**config.mk**
```make
export PLATFORM = sky130hd
export DESIGN_NAME = residual_quantize_reconstruct
export DESIGN_NICKNAME = d
export VERILOG_FILES = /design/src/rtl/core/rqr_pkg.sv /design/src/rtl/core/rqr_front.sv /design/src/rtl/core/rqr_div_cell.sv /design/src/rtl/core/rqr_back.sv /design/src/rtl/core/residual_quantize_reconstruct.sv
export SDC_FILE = /design/constraint.sdc
export NUM_CORES = 2
export LEC_CHECK = 0
export BUFFER_PORTS_ARGS = -buffer_cell sky130_fd_sc_hd__buf_2
export CAP_MARGIN = 30
export CORE_MARGIN = 2
export CORE_UTILIZATION = 28
export CTS_BUF_LIST = sky130_fd_sc_hd__clkbuf_8
export CTS_CLUSTER_DIAMETER = 30
export DETAILED_ROUTE_END_ITERATION = 8
export PLACE_DENSITY = 0.44
export SLEW_MARGIN = 40
export SYNTH_ARGS = -nofsm -noshare
export SYNTH_HDL_FRONTEND = slang
export SYNTH_HIERARCHICAL = 1
export SYNTH_SLANG_ARGS = --single-unit
```
**constraint.sdc**
```tcl
create_clock -name clk -period 16.1 [get_ports clk]
set_clock_uncertainty 0.2 [all_clocks]
set_input_delay 0 -clock clk [delete_from_list [all_inputs] [get_ports clk]]
set_output_delay 0 -clock clk [all_outputs]
set_load 0.05 [all_outputs]
```
**src/rtl/core/rqr_pkg.sv**
```systemverilog
package rqr_pkg;

  // field and register widths
  localparam int SW      = 16;
  localparam int SW1     = SW + 1;
  localparam int STEP_W  = 13;
  localparam int OFF_W   = 16;
  localparam int BD_W    = 5;
  localparam int IDX_W   = 2;

  // divider geometry: numerator 2*t+s is below 2^19, divisor 2*s below 2^14
  localparam int NUM_W   = 19;
  localparam int DEN_W   = STEP_W + 1;
  localparam int N_CELLS = NUM_W;

  // reconstruct path widths
  localparam int PROD_W  = SW + STEP_W;
  localparam int R_W     = PROD_W + 2;

  // register indexes on the configuration port
  localparam logic [IDX_W-1:0] REG_STEP_SIZE    = 2'd0;
  localparam logic [IDX_W-1:0] REG_LEVEL_OFFSET = 2'd1;
  localparam logic [IDX_W-1:0] REG_BIT_DEPTH    = 2'd2;

  // modes
  localparam logic MODE_QUANT = 1'b0;
  localparam logic MODE_RECON = 1'b1;

  // payload handed from cell to cell, remainder is below the divisor
  typedef struct packed {
    logic              mode;
    logic              last;
    logic              neg;
    logic [NUM_W-1:0]  nq;
    logic [DEN_W-1:0]  rem;
    logic [DEN_W-1:0]  den;
    logic [PROD_W-1:0] prod;
    logic [SW-1:0]     pred;
  } cell_t;

  // clamp maximum 2^bd - 1, bit depth limited to the sample width
  function automatic logic [SW-1:0] clamp_max(input logic [BD_W-1:0] bd);
    logic [BD_W-1:0] b;
    logic [SW1-1:0]  one_hot;
    b       = (bd > BD_W'(SW)) ? BD_W'(SW) : bd;
    one_hot = SW1'(1) << b;
    return SW'(one_hot - SW1'(1));
  endfunction

endpackage

```
**src/rtl/core/rqr_front.sv**
```systemverilog
module rqr_front (
  input  logic                      clk,
  input  logic                      rst_n,
  input  logic                      up_valid,
  output logic                      up_ready,
  input  logic                      mode,
  input  logic [rqr_pkg::SW-1:0]    value_in,
  input  logic [rqr_pkg::SW-1:0]    prediction,
  input  logic                      last_sample,
  input  logic [rqr_pkg::STEP_W-1:0] step_size,
  input  logic [rqr_pkg::OFF_W-1:0] level_offset,
  output logic                      dn_valid,
  input  logic                      dn_ready,
  output rqr_pkg::cell_t            dn_data
);

  logic                       valid_r;
  rqr_pkg::cell_t             data_r;
  rqr_pkg::cell_t             data_nxt;
  logic [rqr_pkg::STEP_W-1:0] step_eff;
  logic signed [rqr_pkg::NUM_W-1:0] t_res;
  logic signed [rqr_pkg::NUM_W:0]   num;

  // a zero step behaves as one
  assign step_eff = (step_size == '0) ? rqr_pkg::STEP_W'(1) : step_size;

  // offset residual, numerator 2*t+s, divisor 2*s and reconstruct product
  always_comb begin
    t_res = signed'(rqr_pkg::NUM_W'(value_in)) - signed'(rqr_pkg::NUM_W'(prediction))
          + signed'(rqr_pkg::NUM_W'(level_offset));
    num   = signed'({t_res, 1'b0}) + signed'((rqr_pkg::NUM_W + 1)'(step_eff));
    data_nxt.mode = mode;
    data_nxt.last = last_sample;
    data_nxt.neg  = num[rqr_pkg::NUM_W];
    data_nxt.nq   = num[rqr_pkg::NUM_W-1:0];
    data_nxt.rem  = '0;
    data_nxt.den  = {step_eff, 1'b0};
    data_nxt.prod = rqr_pkg::PROD_W'(value_in) * rqr_pkg::PROD_W'(step_eff);
    data_nxt.pred = prediction;
  end

  assign up_ready = !valid_r || dn_ready;

  // stage valid
  always_ff @(posedge clk) begin
    if (!rst_n) begin
      valid_r <= 1'b0;
    end else if (up_ready) begin
      valid_r <= up_valid;
    end
  end

  // stage payload
  always_ff @(posedge clk) begin
    if (up_valid && up_ready) begin
      data_r <= data_nxt;
    end
  end

  assign dn_valid = valid_r;
  assign dn_data  = data_r;

endmodule

```
**src/rtl/core/rqr_div_cell.sv**
```systemverilog
module rqr_div_cell (
  input  logic           clk,
  input  logic           rst_n,
  input  logic           up_valid,
  output logic           up_ready,
  input  rqr_pkg::cell_t up_data,
  output logic           dn_valid,
  input  logic           dn_ready,
  output rqr_pkg::cell_t dn_data
);

  logic                        valid_r;
  rqr_pkg::cell_t              data_r;
  rqr_pkg::cell_t              data_nxt;
  logic [rqr_pkg::DEN_W:0]     partial;
  logic                        qbit;

  // one restoring step: bring down the next numerator bit, try the divisor
  always_comb begin
    data_nxt = up_data;
    partial  = {up_data.rem, up_data.nq[rqr_pkg::NUM_W-1]};
    qbit     = (partial >= (rqr_pkg::DEN_W + 1)'(up_data.den));
    if (qbit) begin
      data_nxt.rem = rqr_pkg::DEN_W'(partial - (rqr_pkg::DEN_W + 1)'(up_data.den));
    end else begin
      data_nxt.rem = partial[rqr_pkg::DEN_W-1:0];
    end
    data_nxt.nq = {up_data.nq[rqr_pkg::NUM_W-2:0], qbit};
  end

  assign up_ready = !valid_r || dn_ready;

  // cell valid
  always_ff @(posedge clk) begin
    if (!rst_n) begin
      valid_r <= 1'b0;
    end else if (up_ready) begin
      valid_r <= up_valid;
    end
  end

  // cell payload
  always_ff @(posedge clk) begin
    if (up_valid && up_ready) begin
      data_r <= data_nxt;
    end
  end

  assign dn_valid = valid_r;
  assign dn_data  = data_r;

endmodule

```
**src/rtl/core/rqr_back.sv**
```systemverilog
module rqr_back (
  input  logic                       clk,
  input  logic                       rst_n,
  input  logic                       up_valid,
  output logic                       up_ready,
  input  rqr_pkg::cell_t             up_data,
  input  logic [rqr_pkg::OFF_W-1:0]  level_offset,
  input  logic [rqr_pkg::BD_W-1:0]   bit_depth,
  output logic                       out_valid,
  input  logic                       out_ready,
  output logic [rqr_pkg::SW-1:0]     value_out,
  output logic                       saturated,
  output logic                       last_out
);

  logic                        valid_r;
  logic [rqr_pkg::SW-1:0]      value_r;
  logic [rqr_pkg::SW-1:0]      value_nxt;
  logic                        sat_r;
  logic                        sat_nxt;
  logic                        last_r;
  logic [rqr_pkg::SW-1:0]      maxv;
  logic signed [rqr_pkg::R_W-1:0] recon;

  assign maxv = rqr_pkg::clamp_max(bit_depth);

  // final value and clamp for both modes
  always_comb begin
    recon = signed'(rqr_pkg::R_W'(up_data.prod)) + signed'(rqr_pkg::R_W'(up_data.pred))
          - signed'(rqr_pkg::R_W'(level_offset));
    value_nxt = '0;
    sat_nxt   = 1'b0;
    if (up_data.mode == rqr_pkg::MODE_QUANT) begin
      if (up_data.neg) begin
        sat_nxt = 1'b1;
      end else if (up_data.nq > rqr_pkg::NUM_W'(maxv)) begin
        value_nxt = maxv;
        sat_nxt   = 1'b1;
      end else begin
        value_nxt = up_data.nq[rqr_pkg::SW-1:0];
      end
    end else begin
      if (recon < 0) begin
        sat_nxt = 1'b1;
      end else if (recon > signed'(rqr_pkg::R_W'(maxv))) begin
        value_nxt = maxv;
        sat_nxt   = 1'b1;
      end else begin
        value_nxt = recon[rqr_pkg::SW-1:0];
      end
    end
  end

  assign up_ready = !valid_r || out_ready;

  // output register valid
  always_ff @(posedge clk) begin
    if (!rst_n) begin
      valid_r <= 1'b0;
    end else if (up_ready) begin
      valid_r <= up_valid;
    end
  end

  // output register payload
  always_ff @(posedge clk) begin
    if (up_valid && up_ready) begin
      value_r <= value_nxt;
      sat_r   <= sat_nxt;
      last_r  <= up_data.last;
    end
  end

  assign out_valid = valid_r;
  assign value_out = value_r;
  assign saturated = sat_r;
  assign last_out  = last_r;

endmodule

```
**src/rtl/core/residual_quantize_reconstruct.sv**
```systemverilog
// Per-sample residual quantizer and reconstructor. Mode 0 returns
// round-half-up((value_in - prediction + level_offset) / step_size), mode 1
// returns prediction + value_in*step_size - level_offset, both clamped to
// 0..2^bit_depth-1 with saturated set on clamping. One transaction is taken
// every cycle unless the pipeline stalls; each result passes through one input
// stage, a row of 19 divider cells giving one quotient bit each, and the
// output register. Each stage stalls only when the stage after it is full,
// so the input keeps flowing into empty stages while a result waits. Change
// configuration only while the block is empty.
module residual_quantize_reconstruct (
  input  logic                       clk,
  input  logic                       rst_n,
  input  logic                       in_valid,
  output logic                       in_ready,
  input  logic                       in_mode,
  input  logic [rqr_pkg::SW-1:0]     in_value_in,
  input  logic [rqr_pkg::SW-1:0]     in_prediction,
  input  logic                       in_last_sample,
  output logic                       out_valid,
  input  logic                       out_ready,
  output logic [rqr_pkg::SW-1:0]     out_value_out,
  output logic                       out_saturated,
  output logic                       out_last_out,
  input  logic                       cfg_valid,
  output logic                       cfg_ready,
  input  logic [rqr_pkg::IDX_W-1:0]  cfg_index,
  input  logic [rqr_pkg::OFF_W-1:0]  cfg_wdata
);

  logic [rqr_pkg::STEP_W-1:0] step_r;
  logic [rqr_pkg::OFF_W-1:0]  offset_r;
  logic [rqr_pkg::BD_W-1:0]   depth_r;

  logic           c_valid [rqr_pkg::N_CELLS+1];
  logic           c_ready [rqr_pkg::N_CELLS+1];
  rqr_pkg::cell_t c_data  [rqr_pkg::N_CELLS+1];

  // configuration registers
  assign cfg_ready = 1'b1;

  always_ff @(posedge clk) begin
    if (!rst_n) begin
      step_r   <= rqr_pkg::STEP_W'(1);
      offset_r <= rqr_pkg::OFF_W'(512);
      depth_r  <= rqr_pkg::BD_W'(10);
    end else if (cfg_valid && cfg_ready) begin
      unique case (cfg_index)
        rqr_pkg::REG_STEP_SIZE:    step_r   <= cfg_wdata[rqr_pkg::STEP_W-1:0];
        rqr_pkg::REG_LEVEL_OFFSET: offset_r <= cfg_wdata;
        rqr_pkg::REG_BIT_DEPTH:    depth_r  <= cfg_wdata[rqr_pkg::BD_W-1:0];
        default: ;
      endcase
    end
  end

  // input stage
  rqr_front u_front (
    .clk          (clk),
    .rst_n        (rst_n),
    .up_valid     (in_valid),
    .up_ready     (in_ready),
    .mode         (in_mode),
    .value_in     (in_value_in),
    .prediction   (in_prediction),
    .last_sample  (in_last_sample),
    .step_size    (step_r),
    .level_offset (offset_r),
    .dn_valid     (c_valid[0]),
    .dn_ready     (c_ready[0]),
    .dn_data      (c_data[0])
  );

  // divider row, most significant quotient bit first
  for (genvar i = 0; i < rqr_pkg::N_CELLS; i++) begin : g_cell
    rqr_div_cell u_cell (
      .clk      (clk),
      .rst_n    (rst_n),
      .up_valid (c_valid[i]),
      .up_ready (c_ready[i]),
      .up_data  (c_data[i]),
      .dn_valid (c_valid[i+1]),
      .dn_ready (c_ready[i+1]),
      .dn_data  (c_data[i+1])
    );
  end

  // clamp and output register
  rqr_back u_back (
    .clk          (clk),
    .rst_n        (rst_n),
    .up_valid     (c_valid[rqr_pkg::N_CELLS]),
    .up_ready     (c_ready[rqr_pkg::N_CELLS]),
    .up_data      (c_data[rqr_pkg::N_CELLS]),
    .level_offset (offset_r),
    .bit_depth    (depth_r),
    .out_valid    (out_valid),
    .out_ready    (out_ready),
    .value_out    (out_value_out),
    .saturated    (out_saturated),
    .last_out     (out_last_out)
  );

  // a clamped result sits on one of the two limits
  a_sat_on_limit: assert property (@(posedge clk) disable iff (!rst_n)
    out_valid && out_saturated |->
      (out_value_out == '0) || (out_value_out == rqr_pkg::clamp_max(depth_r)))
    else $error("saturated result not on a clamp limit");

  // no result ever exceeds the clamp maximum
  a_in_range: assert property (@(posedge clk) disable iff (!rst_n)
    out_valid |-> out_value_out <= rqr_pkg::clamp_max(depth_r))
    else $error("result above clamp maximum");

  // the input only stalls once the whole row is full behind a held result
  a_stall_full: assert property (@(posedge clk) disable iff (!rst_n)
    !in_ready |-> out_valid && !out_ready)
    else $error("input stalled with room in the pipeline");

endmodule

```
==> metrics <==
P per Cell Area=113 nW/um^2; Req. time, crit path=16.56 ns; antenna viol nets, final=0; Hold Path Class=primary input to register; Root Buffer=clkbuf_8; Final min period=6.50 ns; die area=roughly 330,000 um^2; clk_lat worst skew=0.98 ns; total power=12,000 uW; TritonCTS clock tree=built; Layout area overhead=17.3%; share of layout cells above drive strength 1=0.173; HPWL Detailed=135,000 um; Clk network pwr share=0.478; FP Rows=208; IO Port Bufs=76; NumNets Final=about 7.4k; critical path class=register to register; HP Start=cfg_valid; depth of the CTS H-tree=5; vias in the first global route=51.9k; met1 usage=0.142; Die Ht=572 um; Worst IR Drop VDD=0.0000699 V; largest net degree at the start of global routing=68; global-route usage over all layers=0.113; Hold Fails Final Rpt=0; DRC errors left=0; Post-Syn Area=90,200 um^2; Avg Cell Area, Syn=14.7 um^2; # IOs=78; RSZ-0062 raised after global routing=false; GRT overflow=0; Worst setup EP type=register; Least-Margin Pin Slew=0.805 ns; maxcap violations=0; CP Max Fanout=20; combinational share of power=0.056; routing usage on met2=0.190; initial antenna violation count=9; Setup TNS=0 ns; leakage=about 0.040 uW; Initial Utilization=0.281; critical path arrival=6.96 ns; CP Launch Type=register; Reg clk slew, reported paths=0.06 ns; GR Util met3=0.0191; first-pass GRT wire length=between 200,000 and 300,000 um; Post-Syn Instances=just over 6k; Die Wd=572 um; Slew headroom=0.463; Sequential Power Share=0.467; P_sw=2670 uW; vias=48.1k; number of gates resized after CTS=0; most frequent cells in the layout=edfxtp_1, inv_1, ha_1; Routed WL per cell=16.3 um; CTS Buf Count=around 420; reg2reg start=step_r[4]; Tcrit/Tclk final=0.404; routed vias/inst=4.26; leading cell type in the layout, fill and taps excluded=edfxtp_1; synth warn=6; Setup crit start=step_r[4]; total routed wirelength=184,000 um; Final setup viols=0; max-slew violations=0; sw frac=0.223; Starting DRT DRC Count=about 2.3k; highest clock rate=0.154 GHz; CTS Sinks=1,929; gp weighted congestion=0.832; Most Used Layer, Global Route=met2; Pre-antenna DRT Iters=7; status=finished clean; Clock Tree Buf Depth=4; P_int=9300 uW; Core Region=321,000 um^2
critical path, stage by stage (launching register included):
cell      delay [ns]
dfxtp_2         0.49
nor4_1          0.35
a31o_2          0.52
nand2_1         0.13
fa_1            0.52
inv_1           0.06
fa_1            0.48
fa_1            0.50
inv_1           0.06
fa_1            0.55
inv_1           0.05
ha_1            0.38
or3_1           0.39
o211ai_1        0.10
a21o_1          0.20
nor2_1          0.07
nor4_1          0.44
o31ai_1         0.21
o41a_1          0.35
xor2_1          0.14
worst paths after layout:
kind,endpoint,slack (ns),cells after the start
setup / recovery,u_front/dn_data[43],9.60,19
hold / removal,depth_r[0],0.10,4
setup reg to reg,u_front/dn_data[43],9.60,19
hold reg to reg,g_cell[14].u_cell/dn_data[76],0.16,0
per-layer routing:
metal | vias to the layer above | wire length (um)
met5 | - | 0
met4 | 0 | 7040
met3 | 445 | 7110
met2 | 913 | 87200
met1 | 23300 | 82900
li1 | 23500 | -
stage by stage:
step	area, um^2	utilization	setup slack [ns]	std cells	hold slack (ns)
after floorplan	90300	-	10.14	6137	-0.101
after global placement	95400	0.297	9.42	10400	0.0143
after detailed placement	95500	0.298	9.50	10400	0.0160
after CTS	106000	0.330	9.46	11300	0.0336
after global routing	106000	0.330	9.09	11300	0.103
final	106000	0.330	9.60	11300	0.102
flip-flops by register name, summed over array words and instances, names as in the netlist, 5 cells and up:
register                cells
g_cell.u_cell/dn_valid     19
depth_r                     5
u_back/value_out           16
g_cell.u_cell/dn_data    1777
offset_r                   16
step_r                     13
u_front/dn_data            79
power by group through the flow:
| stage | Clock, uW | Combinational (uW) | Sequential [uW] |
|---|---|---|---|
| 2_1_floorplan | 0 | 477 | 5660 |
| 3_3_place_gp | 0 | 645 | 5690 |
| 3_5_place_dp | 0 | 646 | 5690 |
| 4_1_cts | 5940 | 672 | 5590 |
| 5_1_grt | 6170 | 745 | 5590 |
| 6_report | 5720 | 666 | 5590 |
layout make-up:
class,count,area [um^2]
fill,31300,215000
sequential,1929,57400
multi-input combinational,3319,29200
clock buffer,429,5900
tap,4305,5390
clock inverter,332,3300
inverter,762,2860
timing repair buffer,221,1790
antenna,2,5.00
timing repair:
item	CTS	global route
endpoints found under the hold margin	286	0
hold buffers	112	0
setup buffers	0	0
No activity file was read; power rests on OpenSTA's default activity.
